### src/hw/rtl/scs1_pkg.sv
// Shared types and constants for the scancode set 1 event queue.
`timescale 1ns / 1ps
`default_nettype none

package scs1_pkg;

   // Queue geometry
   localparam int QUEUE_DEPTH = 64;
   localparam int PTR_W       = $clog2(QUEUE_DEPTH);
   localparam int FILL_W      = $clog2(QUEUE_DEPTH + 1);

   // Field widths
   localparam int BYTE_W    = 8;
   localparam int CODE_W    = 7;
   localparam int MODS_W    = 8;
   localparam int PENDING_W = 7;
   localparam int DROP_W    = 32;

   // Operation codes
   localparam logic OP_BYTE = 1'b0;
   localparam logic OP_POP  = 1'b1;

   // Scancode constants
   localparam logic [BYTE_W-1:0] PREFIX_BYTE = 8'hE0;
   localparam int                RELEASE_BIT = 7;
   localparam logic [CODE_W-1:0] KEY_LSHIFT  = 7'h2A;
   localparam logic [CODE_W-1:0] KEY_RSHIFT  = 7'h36;
   localparam logic [CODE_W-1:0] KEY_CTRL    = 7'h1D;
   localparam logic [CODE_W-1:0] KEY_ALT     = 7'h38;
   localparam logic [CODE_W-1:0] KEY_CAPS    = 7'h3A;

   // Modifier bit positions
   localparam int MOD_LSHIFT   = 0;
   localparam int MOD_RSHIFT   = 1;
   localparam int MOD_LCTRL    = 2;
   localparam int MOD_RCTRL    = 3;
   localparam int MOD_LALT     = 4;
   localparam int MOD_RALT     = 5;
   localparam int MOD_CAPSDOWN = 6;
   localparam int MOD_CAPSON   = 7;

   typedef struct packed {
      logic [BYTE_W-1:0] raw;
      logic              ext;
      logic [MODS_W-1:0] mods;
   } event_entry_type;

   localparam int ENTRY_W = $bits(event_entry_type);

   // Decoded view of one received byte
   typedef struct packed {
      logic              is_prefix;
      logic              ext;
      logic [MODS_W-1:0] mods;
   } byte_info_type;

   typedef enum logic {
      ST_IDLE,
      ST_READ
   } state_type;

endpackage

`default_nettype wire

### src/hw/rtl/scs1_req_if.sv
// Request channel: scancode bytes and pop commands.
`timescale 1ns / 1ps
`default_nettype none

interface scs1_req_if;
   logic       valid;
   logic       ready;
   logic       opcode;
   logic [7:0] scan_byte;

   modport source (output valid, output opcode, output scan_byte, input ready);
   modport sink   (input valid, input opcode, input scan_byte, output ready);
endinterface

`default_nettype wire

### src/hw/rtl/scs1_rsp_if.sv
// Response channel: one result beat per request.
`timescale 1ns / 1ps
`default_nettype none

interface scs1_rsp_if;
   logic        valid;
   logic        ready;
   logic        event_valid;
   logic [7:0]  raw_code;
   logic [6:0]  key_index;
   logic        is_extended;
   logic        is_release;
   logic [7:0]  event_modifiers;
   logic [7:0]  live_modifiers;
   logic [6:0]  pending_count;
   logic [31:0] dropped_count;

   modport source (
      output valid, output event_valid, output raw_code, output key_index,
      output is_extended, output is_release, output event_modifiers,
      output live_modifiers, output pending_count, output dropped_count,
      input ready
   );
   modport sink (
      input valid, input event_valid, input raw_code, input key_index,
      input is_extended, input is_release, input event_modifiers,
      input live_modifiers, input pending_count, input dropped_count,
      output ready
   );
endinterface

`default_nettype wire

### src/hw/rtl/scs1_event_ram.sv
// Single-port-write, single-port-read RAM with registered read data.
`timescale 1ns / 1ps
`default_nettype none

module scs1_event_ram #(
   parameter int DEPTH = 64,
   parameter int WIDTH = 17
) (
   input  wire logic                     clock,
   input  wire logic                     wr_en,
   input  wire logic [$clog2(DEPTH)-1:0] wr_addr,
   input  wire logic [WIDTH-1:0]         wr_data,
   input  wire logic                     rd_en,
   input  wire logic [$clog2(DEPTH)-1:0] rd_addr,
   output logic      [WIDTH-1:0]         rd_data
);

   logic [WIDTH-1:0] mem [DEPTH];
   logic [WIDTH-1:0] rd_data_ff;

   always_ff @(posedge clock) begin
      if (wr_en) begin
         mem[wr_addr] <= wr_data;
      end
   end

   always_ff @(posedge clock) begin
      if (rd_en) begin
         rd_data_ff <= mem[rd_addr];
      end
   end

   assign rd_data = rd_data_ff;

endmodule

`default_nettype wire

### src/hw/rtl/scs1_mod_update.sv
// Decodes one scancode byte: prefix detection and modifier update.
`timescale 1ns / 1ps
`default_nettype none

module scs1_mod_update (
   input  wire logic [scs1_pkg::BYTE_W-1:0] scan_byte,
   input  wire logic                        prefix_armed,
   input  wire logic [scs1_pkg::MODS_W-1:0] mods_cur,
   output scs1_pkg::byte_info_type          info
);
   import scs1_pkg::*;

   logic [CODE_W-1:0] code;
   logic              pressed;
   logic              ext;
   logic [MODS_W-1:0] mods;

   assign code    = scan_byte[CODE_W-1:0];
   assign pressed = ~scan_byte[RELEASE_BIT];
   assign ext     = prefix_armed;

   always_comb begin
      mods = mods_cur;
      if (!ext && code == KEY_LSHIFT) begin
         mods[MOD_LSHIFT] = pressed;
      end else if (!ext && code == KEY_RSHIFT) begin
         mods[MOD_RSHIFT] = pressed;
      end else if (code == KEY_CTRL) begin
         if (ext) begin
            mods[MOD_RCTRL] = pressed;
         end else begin
            mods[MOD_LCTRL] = pressed;
         end
      end else if (code == KEY_ALT) begin
         if (ext) begin
            mods[MOD_RALT] = pressed;
         end else begin
            mods[MOD_LALT] = pressed;
         end
      end else if (!ext && code == KEY_CAPS) begin
         // caps lock toggles on the first press only, not on typematic repeats
         if (pressed) begin
            if (!mods_cur[MOD_CAPSDOWN]) begin
               mods[MOD_CAPSDOWN] = 1'b1;
               mods[MOD_CAPSON]   = ~mods_cur[MOD_CAPSON];
            end
         end else begin
            mods[MOD_CAPSDOWN] = 1'b0;
         end
      end
   end

   assign info.is_prefix = (scan_byte == PREFIX_BYTE);
   assign info.ext       = ext;
   assign info.mods      = mods;

endmodule

`default_nettype wire

### src/hw/rtl/scancode_set1_event_queue.sv
// Top level of the scancode set 1 event queue.
`timescale 1ns / 1ps
`default_nettype none

// Scancode set 1 event queue.
//
// req_if (sink): one beat is either a received keyboard byte (opcode 0) or a
// pop of the oldest queued event (opcode 1). rsp_if (source): exactly one
// beat per request, carrying the popped event (or zeros), the live modifier
// bits, the queue fill and the wrapping drop counter.
//
// Events live in a QUEUE_DEPTH-entry synchronous RAM with registered read
// data. A byte beat is decoded, written (unless it is the E0 prefix, or the
// queue is full, where the drop counter counts it instead) and its response
// registered in the accept cycle, valid in the next cycle. A pop beat
// reads the RAM in the accept cycle and registers the response from the
// read data the next cycle. An empty-queue pop responds like a byte beat.
//
// One beat is in flight at a time; the block takes the next request in the
// same cycle the pending response is taken. A pop holds req_if.ready low
// in ST_READ while it waits for the RAM read data.
// While the receiver stalls, the response register holds and req_if.ready
// stays low. Reset (synchronous) empties the queue, clears the drop counter,
// the prefix flag and all modifiers; RAM contents are not cleared.
module scancode_set1_event_queue (
   input wire logic clock,
   input wire logic reset,
   scs1_req_if.sink   req_if,
   scs1_rsp_if.source rsp_if
);
   import scs1_pkg::*;

   // control state
   state_type          state_ff,     state_in;
   logic [PTR_W-1:0]   rd_ptr_ff,    rd_ptr_in;
   logic [PTR_W-1:0]   wr_ptr_ff,    wr_ptr_in;
   logic [FILL_W-1:0]  fill_ff,      fill_in;
   logic [DROP_W-1:0]  drop_ff,      drop_in;
   logic               prefix_ff,    prefix_in;
   logic [MODS_W-1:0]  mods_ff,      mods_in;
   logic               rsp_valid_ff, rsp_valid_in;

   // response payload register
   event_entry_type    rsp_entry_ff,   rsp_entry_in;
   logic               rsp_evalid_ff,  rsp_evalid_in;
   logic [MODS_W-1:0]  rsp_live_ff,    rsp_live_in;
   logic [FILL_W-1:0]  rsp_fill_ff,    rsp_fill_in;
   logic [DROP_W-1:0]  rsp_drop_ff,    rsp_drop_in;
   logic               rsp_load;

   // RAM port
   logic               ram_wr_en;
   event_entry_type    ram_wr_data;
   logic               ram_rd_en;
   logic [ENTRY_W-1:0] ram_rd_data;

   byte_info_type      info;
   logic               accept;
   logic               full;

   scs1_mod_update u_mod_update (
      .scan_byte    (req_if.scan_byte),
      .prefix_armed (prefix_ff),
      .mods_cur     (mods_ff),
      .info         (info)
   );

   scs1_event_ram #(
      .DEPTH (QUEUE_DEPTH),
      .WIDTH (ENTRY_W)
   ) u_event_ram (
      .clock   (clock),
      .wr_en   (ram_wr_en),
      .wr_addr (wr_ptr_ff),
      .wr_data (ram_wr_data),
      .rd_en   (ram_rd_en),
      .rd_addr (rd_ptr_ff),
      .rd_data (ram_rd_data)
   );

   // free to accept when idle and the response register is empty or draining
   assign req_if.ready = (state_ff == ST_IDLE) && (!rsp_valid_ff || rsp_if.ready);
   assign accept       = req_if.valid && req_if.ready;
   assign full         = (fill_ff == FILL_W'(QUEUE_DEPTH));

   assign ram_wr_data.raw  = req_if.scan_byte;
   assign ram_wr_data.ext  = info.ext;
   assign ram_wr_data.mods = info.mods;

   always_comb begin
      state_in      = state_ff;
      rd_ptr_in     = rd_ptr_ff;
      wr_ptr_in     = wr_ptr_ff;
      fill_in       = fill_ff;
      drop_in       = drop_ff;
      prefix_in     = prefix_ff;
      mods_in       = mods_ff;
      ram_wr_en     = 1'b0;
      ram_rd_en     = 1'b0;
      rsp_load      = 1'b0;
      rsp_entry_in  = '0;
      rsp_evalid_in = 1'b0;

      case (state_ff)
         ST_IDLE: begin
            if (accept) begin
               if (req_if.opcode == OP_BYTE) begin
                  rsp_load = 1'b1;
                  if (info.is_prefix) begin
                     prefix_in = 1'b1;
                  end else begin
                     prefix_in = 1'b0;
                     mods_in   = info.mods;
                     if (full) begin
                        drop_in = drop_ff + 1'b1;
                     end else begin
                        ram_wr_en = 1'b1;
                        wr_ptr_in = (wr_ptr_ff == PTR_W'(QUEUE_DEPTH - 1)) ?
                                    '0 : wr_ptr_ff + 1'b1;
                        fill_in   = fill_ff + 1'b1;
                     end
                  end
               end else if (fill_ff != '0) begin
                  // pop: read now, respond once the RAM data is back
                  ram_rd_en = 1'b1;
                  rd_ptr_in = (rd_ptr_ff == PTR_W'(QUEUE_DEPTH - 1)) ?
                              '0 : rd_ptr_ff + 1'b1;
                  fill_in   = fill_ff - 1'b1;
                  state_in  = ST_READ;
               end else begin
                  // pop on empty queue
                  rsp_load = 1'b1;
               end
            end
         end
         ST_READ: begin
            rsp_load      = 1'b1;
            rsp_entry_in  = event_entry_type'(ram_rd_data);
            rsp_evalid_in = 1'b1;
            state_in      = ST_IDLE;
         end
         default: begin
            state_in = ST_IDLE;
         end
      endcase

      rsp_live_in = mods_in;
      rsp_fill_in = fill_in;
      rsp_drop_in = drop_in;

      if (rsp_load) begin
         rsp_valid_in = 1'b1;
      end else if (rsp_if.ready) begin
         rsp_valid_in = 1'b0;
      end else begin
         rsp_valid_in = rsp_valid_ff;
      end
   end

   always_ff @(posedge clock) begin
      if (reset) begin
         state_ff     <= ST_IDLE;
         rd_ptr_ff    <= '0;
         wr_ptr_ff    <= '0;
         fill_ff      <= '0;
         drop_ff      <= '0;
         prefix_ff    <= 1'b0;
         mods_ff      <= '0;
         rsp_valid_ff <= 1'b0;
      end else begin
         state_ff     <= state_in;
         rd_ptr_ff    <= rd_ptr_in;
         wr_ptr_ff    <= wr_ptr_in;
         fill_ff      <= fill_in;
         drop_ff      <= drop_in;
         prefix_ff    <= prefix_in;
         mods_ff      <= mods_in;
         rsp_valid_ff <= rsp_valid_in;
      end
   end

   always_ff @(posedge clock) begin
      if (rsp_load) begin
         rsp_entry_ff  <= rsp_entry_in;
         rsp_evalid_ff <= rsp_evalid_in;
         rsp_live_ff   <= rsp_live_in;
         rsp_fill_ff   <= rsp_fill_in;
         rsp_drop_ff   <= rsp_drop_in;
      end
   end

   assign rsp_if.valid           = rsp_valid_ff;
   assign rsp_if.event_valid     = rsp_evalid_ff;
   assign rsp_if.raw_code        = rsp_entry_ff.raw;
   assign rsp_if.key_index       = rsp_entry_ff.raw[CODE_W-1:0];
   assign rsp_if.is_extended     = rsp_entry_ff.ext;
   assign rsp_if.is_release      = rsp_entry_ff.raw[RELEASE_BIT];
   assign rsp_if.event_modifiers = rsp_entry_ff.mods;
   assign rsp_if.live_modifiers  = rsp_live_ff;
   assign rsp_if.pending_count   = PENDING_W'(rsp_fill_ff);
   assign rsp_if.dropped_count   = rsp_drop_ff;

endmodule

`default_nettype wire
### src/flat_wrapper.sv
// flat-port wrapper written by rule: the top's interface ports become plain ports
module scancode_set1_event_queue_flat import scs1_pkg::*;
  (clock, reset, req_if_valid, req_if_opcode, req_if_scan_byte, req_if_ready, rsp_if_valid, rsp_if_event_valid, rsp_if_raw_code, rsp_if_key_index, rsp_if_is_extended, rsp_if_is_release, rsp_if_event_modifiers, rsp_if_live_modifiers, rsp_if_pending_count, rsp_if_dropped_count, rsp_if_ready);
  scs1_req_if req_if_i ();
  scs1_rsp_if rsp_if_i ();
  input wire logic clock;
  input wire logic reset;
  input wire logic [$bits(req_if_i.valid)-1:0] req_if_valid;
  input wire logic [$bits(req_if_i.opcode)-1:0] req_if_opcode;
  input wire logic [$bits(req_if_i.scan_byte)-1:0] req_if_scan_byte;
  output wire logic [$bits(req_if_i.ready)-1:0] req_if_ready;
  output wire logic [$bits(rsp_if_i.valid)-1:0] rsp_if_valid;
  output wire logic [$bits(rsp_if_i.event_valid)-1:0] rsp_if_event_valid;
  output wire logic [$bits(rsp_if_i.raw_code)-1:0] rsp_if_raw_code;
  output wire logic [$bits(rsp_if_i.key_index)-1:0] rsp_if_key_index;
  output wire logic [$bits(rsp_if_i.is_extended)-1:0] rsp_if_is_extended;
  output wire logic [$bits(rsp_if_i.is_release)-1:0] rsp_if_is_release;
  output wire logic [$bits(rsp_if_i.event_modifiers)-1:0] rsp_if_event_modifiers;
  output wire logic [$bits(rsp_if_i.live_modifiers)-1:0] rsp_if_live_modifiers;
  output wire logic [$bits(rsp_if_i.pending_count)-1:0] rsp_if_pending_count;
  output wire logic [$bits(rsp_if_i.dropped_count)-1:0] rsp_if_dropped_count;
  input wire logic [$bits(rsp_if_i.ready)-1:0] rsp_if_ready;
  assign req_if_i.valid = req_if_valid;
  assign req_if_i.opcode = req_if_opcode;
  assign req_if_i.scan_byte = req_if_scan_byte;
  assign req_if_ready = req_if_i.ready;
  assign rsp_if_valid = rsp_if_i.valid;
  assign rsp_if_event_valid = rsp_if_i.event_valid;
  assign rsp_if_raw_code = rsp_if_i.raw_code;
  assign rsp_if_key_index = rsp_if_i.key_index;
  assign rsp_if_is_extended = rsp_if_i.is_extended;
  assign rsp_if_is_release = rsp_if_i.is_release;
  assign rsp_if_event_modifiers = rsp_if_i.event_modifiers;
  assign rsp_if_live_modifiers = rsp_if_i.live_modifiers;
  assign rsp_if_pending_count = rsp_if_i.pending_count;
  assign rsp_if_dropped_count = rsp_if_i.dropped_count;
  assign rsp_if_i.ready = rsp_if_ready;
  scancode_set1_event_queue u_core (.clock(clock), .reset(reset), .req_if(req_if_i), .rsp_if(rsp_if_i));
endmodule
### config.mk
export PLATFORM = sky130hd
export DESIGN_NAME = scancode_set1_event_queue_flat
export DESIGN_NICKNAME = d
export VERILOG_FILES = /design/src/hw/rtl/scs1_pkg.sv /design/src/hw/rtl/scs1_req_if.sv /design/src/hw/rtl/scs1_rsp_if.sv /design/src/hw/rtl/scs1_event_ram.sv /design/src/hw/rtl/scs1_mod_update.sv /design/src/hw/rtl/scancode_set1_event_queue.sv /design/src/flat_wrapper.sv
export SDC_FILE = /design/constraint.sdc
export NUM_CORES = 1
export LEC_CHECK = 0
export BUFFER_PORTS_ARGS = -buffer_cell sky130_fd_sc_hd__buf_2
export CORE_AREA = 5 5 378 380
export DETAILED_ROUTE_END_ITERATION = 8
export DIE_AREA = 0 0 383 385
export PLACE_DENSITY_LB_ADDON = 0.12
export RECOVER_POWER = 50
export SETUP_SLACK_MARGIN = 0.05
export SLEW_MARGIN = 20
export SYNTH_ARGS = -nofsm -noshare
export SYNTH_HDL_FRONTEND = slang
export SYNTH_HIERARCHICAL = 1
export SYNTH_SLANG_ARGS = --single-unit
### constraint.sdc
create_clock -name clock -period 4.2 [get_ports clock]
set_clock_uncertainty 0.2 [all_clocks]
set_input_delay 0.42 -clock clock [delete_from_list [all_inputs] [get_ports clock]]
set_output_delay 0.42 -clock clock [all_outputs]
set_load 0.005 [all_outputs]
==> reports/metrics.sh <==
OUTCOME='complete, but fails checks'
FAILING_CHECKS='capacitance limit, slew limit'
BUFFERS_ADDED_ON_PORTS=87
ROUTE.DETAILED.DRC=0
COMBPWRFRAC=0.071
SYNTHTOLAYOUTAREAGROWTH_PCT=16.2
BUSIEST_LAYER='met2'
SYNTH_SEQ_CELLS=1232
SEQ_POWER_SHARE=0.506
PLACEMENT.CELL_AREA_UM2=51900
SYNTH.YOSYS.SEQ_AREA_SHARE=0.754
AVGSYNTHCELLAREA_UM2=19.2
HOLD_VIOLATIONS=0
VIAS_PER_CELL=5.28
ROUTE.FINAL.WIRE_LENGTH_MM=132
WORST-ENDPOINT-ARRIVAL_NS=4.26
PERIOD_NEEDED_NS=3.99
MAX-CLOCK-PATH-BUFFERS=3
SLEW_VIOL_FINAL=321
YOSYSWARNINGS=6
WORSTPATHREQUIRED_NS=4.47
DR_TOTAL_VIAS=24800
GLOBALROUTEMET1UTIL=0.250
GRT_USE_MET2=0.287
CLOCK_POWER_SHARE=0.423
FLOORPLAN.INITIALDENSITY=0.348
GRT_SETUP_UNREPAIRED='false'
MAX-VDD-IR-DROP_V=0.000313
TRITONCTS.NUM_BUFFERS=139
POWER_LEAKAGE_nW=17.3
DOMINANTREGCELLSYNTH='edfxtp_1'
SWITCHING_SHARE=0.225
CORE_AREA_UM2=139000
GRTUSAGETOTAL=0.179
POWER_PER_CELL_AREA_nW_PER_UM2=484
AVERAGE_ROUTED_WIRE_PER_STANDARD_CELL_UM=28.1
IO_PINS=88
CLOCK_H_TREE_LEVELS=4
SYNTH.TOP_CELLS.BY_AREA='edfxtp_1 (73%), mux4_2 (10%), mux2i_1 (2.8%), dfxtp_1 (2.6%), a22oi_1 (1.0%)'
SYNTH_AREA_UM2=48300
STD_CELL_ROWS=137
GLOBALROUTEMET3UTIL=0.0350
GRT_ANTENNA_BEFORE_REPAIR=8
FIRST_GLOBAL_VIAS=25500
CRIT_PATH_END_KIND='flip-flop'
YS_ASYNC_RST_SHARE=0
TRITONCTS='built'
MIN_PATH_TYPE='in -> reg'
SETUP_VIOL_COUNT_FINAL=0
MAXCLOCKFREQUENCY_GHz=0.251
DIE_W_UM=383
SYNTH_TOP_AREA_FRAC=0.728
FP.DIEAREA_UM2=147000
FINAL_MIN_PERIOD_OVER_CLOCK_PERIOD=0.950
MAX-CAP-VIOLATIONS=9
P_INT_mW=21.0
ROUTABILITYCONGESTION=0.896
CRIT_PATH_CATEGORY='in -> reg'
HOLD_BUFFERS=8
GRT_PASS1_WL_MM=190
YOSYS.AREA.TOP_TYPE='edfxtp_1'
CLKSLEWWORSTSETUPHOLDPATHS_NS=0.06
POST-ROUTE-UTIL=0.404
SYNTH_CELLS=2509
GLOBAL_ROUTE.OVERFLOW_TOTAL=0
SYNTH_NETS=2527
CTS_SETUP_BUFFERS=0
DRTANTENNAVIOLNETS=0
POST_ROUTE_CELLS_DRIVE_ABOVE_1_SHARE=0.234
DRT_FIRST_PASS_ITERS=5
SWITCHINGPOWER_mW=6.11
TIMING.HOLD.WS_NS=0.238
WORSTMARGINPINSLEW_NS=2.12
CLKSINKCOUNT=1232
CLK-INSERTION-DELAY-LATE_NS=0.78
DP_HPWL_MM=84.5
NNETSFINAL=2801
DISTINCT_CELLS_SYNTH=62
WORSTSETUPSTARTPOINTTYPE='input port'
POST-ROUTE-CELL-AREA_UM2=56100
VIOLATION_COUNT_AFTER_THE_FIRST_DETAILED_ROUTE_ITERATION=2072
CP_MAX_FO=48
TIMING.SETUP.TNS_NS=0
GRT_START_MAX_NET_PINS=87
SETUP_SLACK_AFTER_PLACEMENT_NS=0.0918
RELSLEWSLACK=-0.412
ROOT_BUFFER='clkbuf_16'
POSTLAYOUTSETUPSLACKWORST_NS=0.209
POSTCTSRESIZEDCELLS=0
DIE_H_UM=385
SYNTH-EDFF-COUNT=1170
## final timing paths
check	to	cells after the start	slack, ns	startpoint
setup / recovery	u_core/u_event_ram/mem[6][7]	8	0.21	req_if_scan_byte[6]
hold / removal	u_core/fill_ff[6]	6	0.24	rsp_if_ready
setup reg to reg	u_core/u_event_ram/mem[42][3]	10	0.51	u_core/fill_ff[0]
hold reg to reg	u_core/mods_ff[5]	2	0.28	u_core/mods_ff[5]
## Yosys cell counts, drive strengths merged, types with 26 or more instances
master,count
buf,82
nand3,47
mux4,216
clkbuf,65
a22oi,64
nor2b,51
a221oi,45
dfxtp,62
mux2i,136
nor2,120
a211oi,26
nand2,98
edfxtp,1170
a21oi,50
## power groups by stage
stage / Sequential, mW / Combinational (mW) / Clock (mW)
finish: 13.7 / 1.93 / 11.5
global route: 13.7 / 2.08 / 12.3
CTS: 13.7 / 2.03 / 11.8
detailed placement: 14.0 / 2.02 / 0
global placement: 14.0 / 2.01 / 0
floorplan: 13.9 / 1.22 / 0
## area by class of cell
type                    instances  area, um^2
clock buffers                 178        3710
fillers                     12400       82800
flip-flops and latches       1232       36400
multi-input cells            1113       11100
well taps                    1807        2260
diodes                          3        7.51
inverters                      17        63.8
repair buffers                280        1990
clock inverters                72         607
## through the flow
stage | instances | total power, mW
final | 4702 | 27.1
after global routing | 4700 | 28.2
after CTS | 4698 | 27.6
after detailed placement | 4440 | 16.0
after global placement | 4440 | 16.0
after floorplan | 2509 | 15.2
## layer usage
layer  share of wire  vias to the layer above
li1                -                    10800
met1            0.45                    13100
met2            0.47                      727
met3           0.054                      181
met4           0.027                        0
met5               0                        -
## sequential cells by signal, summed over array words and instances, names as in the netlist, 6 cells and up
signal	cells
u_core/rsp_if.event_modifiers	8
u_core/rsp_if.raw_code	8
u_core/rsp_if.dropped_count	32
u_core/rsp_if.live_modifiers	8
u_core/rd_ptr_ff	6
u_core/mods_ff	8
u_core/rsp_if.pending_count	7
u_core/u_event_ram/rd_data	17
u_core/drop_ff	32
u_core/u_event_ram/mem	1088
u_core/wr_ptr_ff	6
u_core/fill_ff	7
## cells by family (layout without fill, tap and decap cells)
kind of cell	Yosys count	after routing	share of synthesized area
AO/OA/AOI/OAI	241	241	0.0362
XOR/XNOR	24	24	0.00436
adder cells (fa/ha/maj)	5	5	0.00130
buffers and inverters	164	547	0.0198
flip-flops	1232	1232	0.754
multiplexers	368	368	0.133
other	0	3	0
AND/OR/NAND/NOR	475	475	0.0520
## placed cells by master (no fill, tap or decap), types with 9 or more instances in the layout
| cell type | count |
|---|---|
| buf_4 | 136 |
| and3_1 | 22 |
| clkbuf_1 | 112 |
| buf_2 | 23 |
| nor4_1 | 17 |
| clkbuf_16 | 142 |
| a22oi_1 | 64 |
| inv_1 | 17 |
| a21oi_1 | 50 |
| dfxtp_1 | 58 |
| clkbuf_2 | 13 |
| a221oi_1 | 43 |
| nand3_1 | 47 |
| and2_0 | 15 |
| or3_1 | 15 |
| nand4_1 | 17 |
| xnor2_1 | 10 |
| mux2i_1 | 132 |
| edfxtp_1 | 1170 |
| and2_1 | 9 |
| buf_12 | 19 |
| o221ai_1 | 11 |
| mux2_2 | 16 |
| nor3_1 | 11 |
| nor2_1 | 89 |
| nor2_2 | 31 |
| and4_1 | 15 |
| clkinv_1 | 23 |
| o21ai_0 | 17 |
| nand2_1 | 97 |
| xor2_1 | 14 |
| mux4_2 | 216 |
| clkinv_2 | 30 |
| a211oi_1 | 24 |
| nor2b_1 | 50 |
## worst max-delay path, cell delays in order
cell	delay, ns
dlygate4sd3_1	0.53
buf_2	0.13
buf_4	0.24
clkbuf_2	0.77
and4bb_1	0.58
nand3_1	0.24
xnor2_1	0.62
buf_4	0.63
No activity file was read; power rests on OpenSTA's default activity.
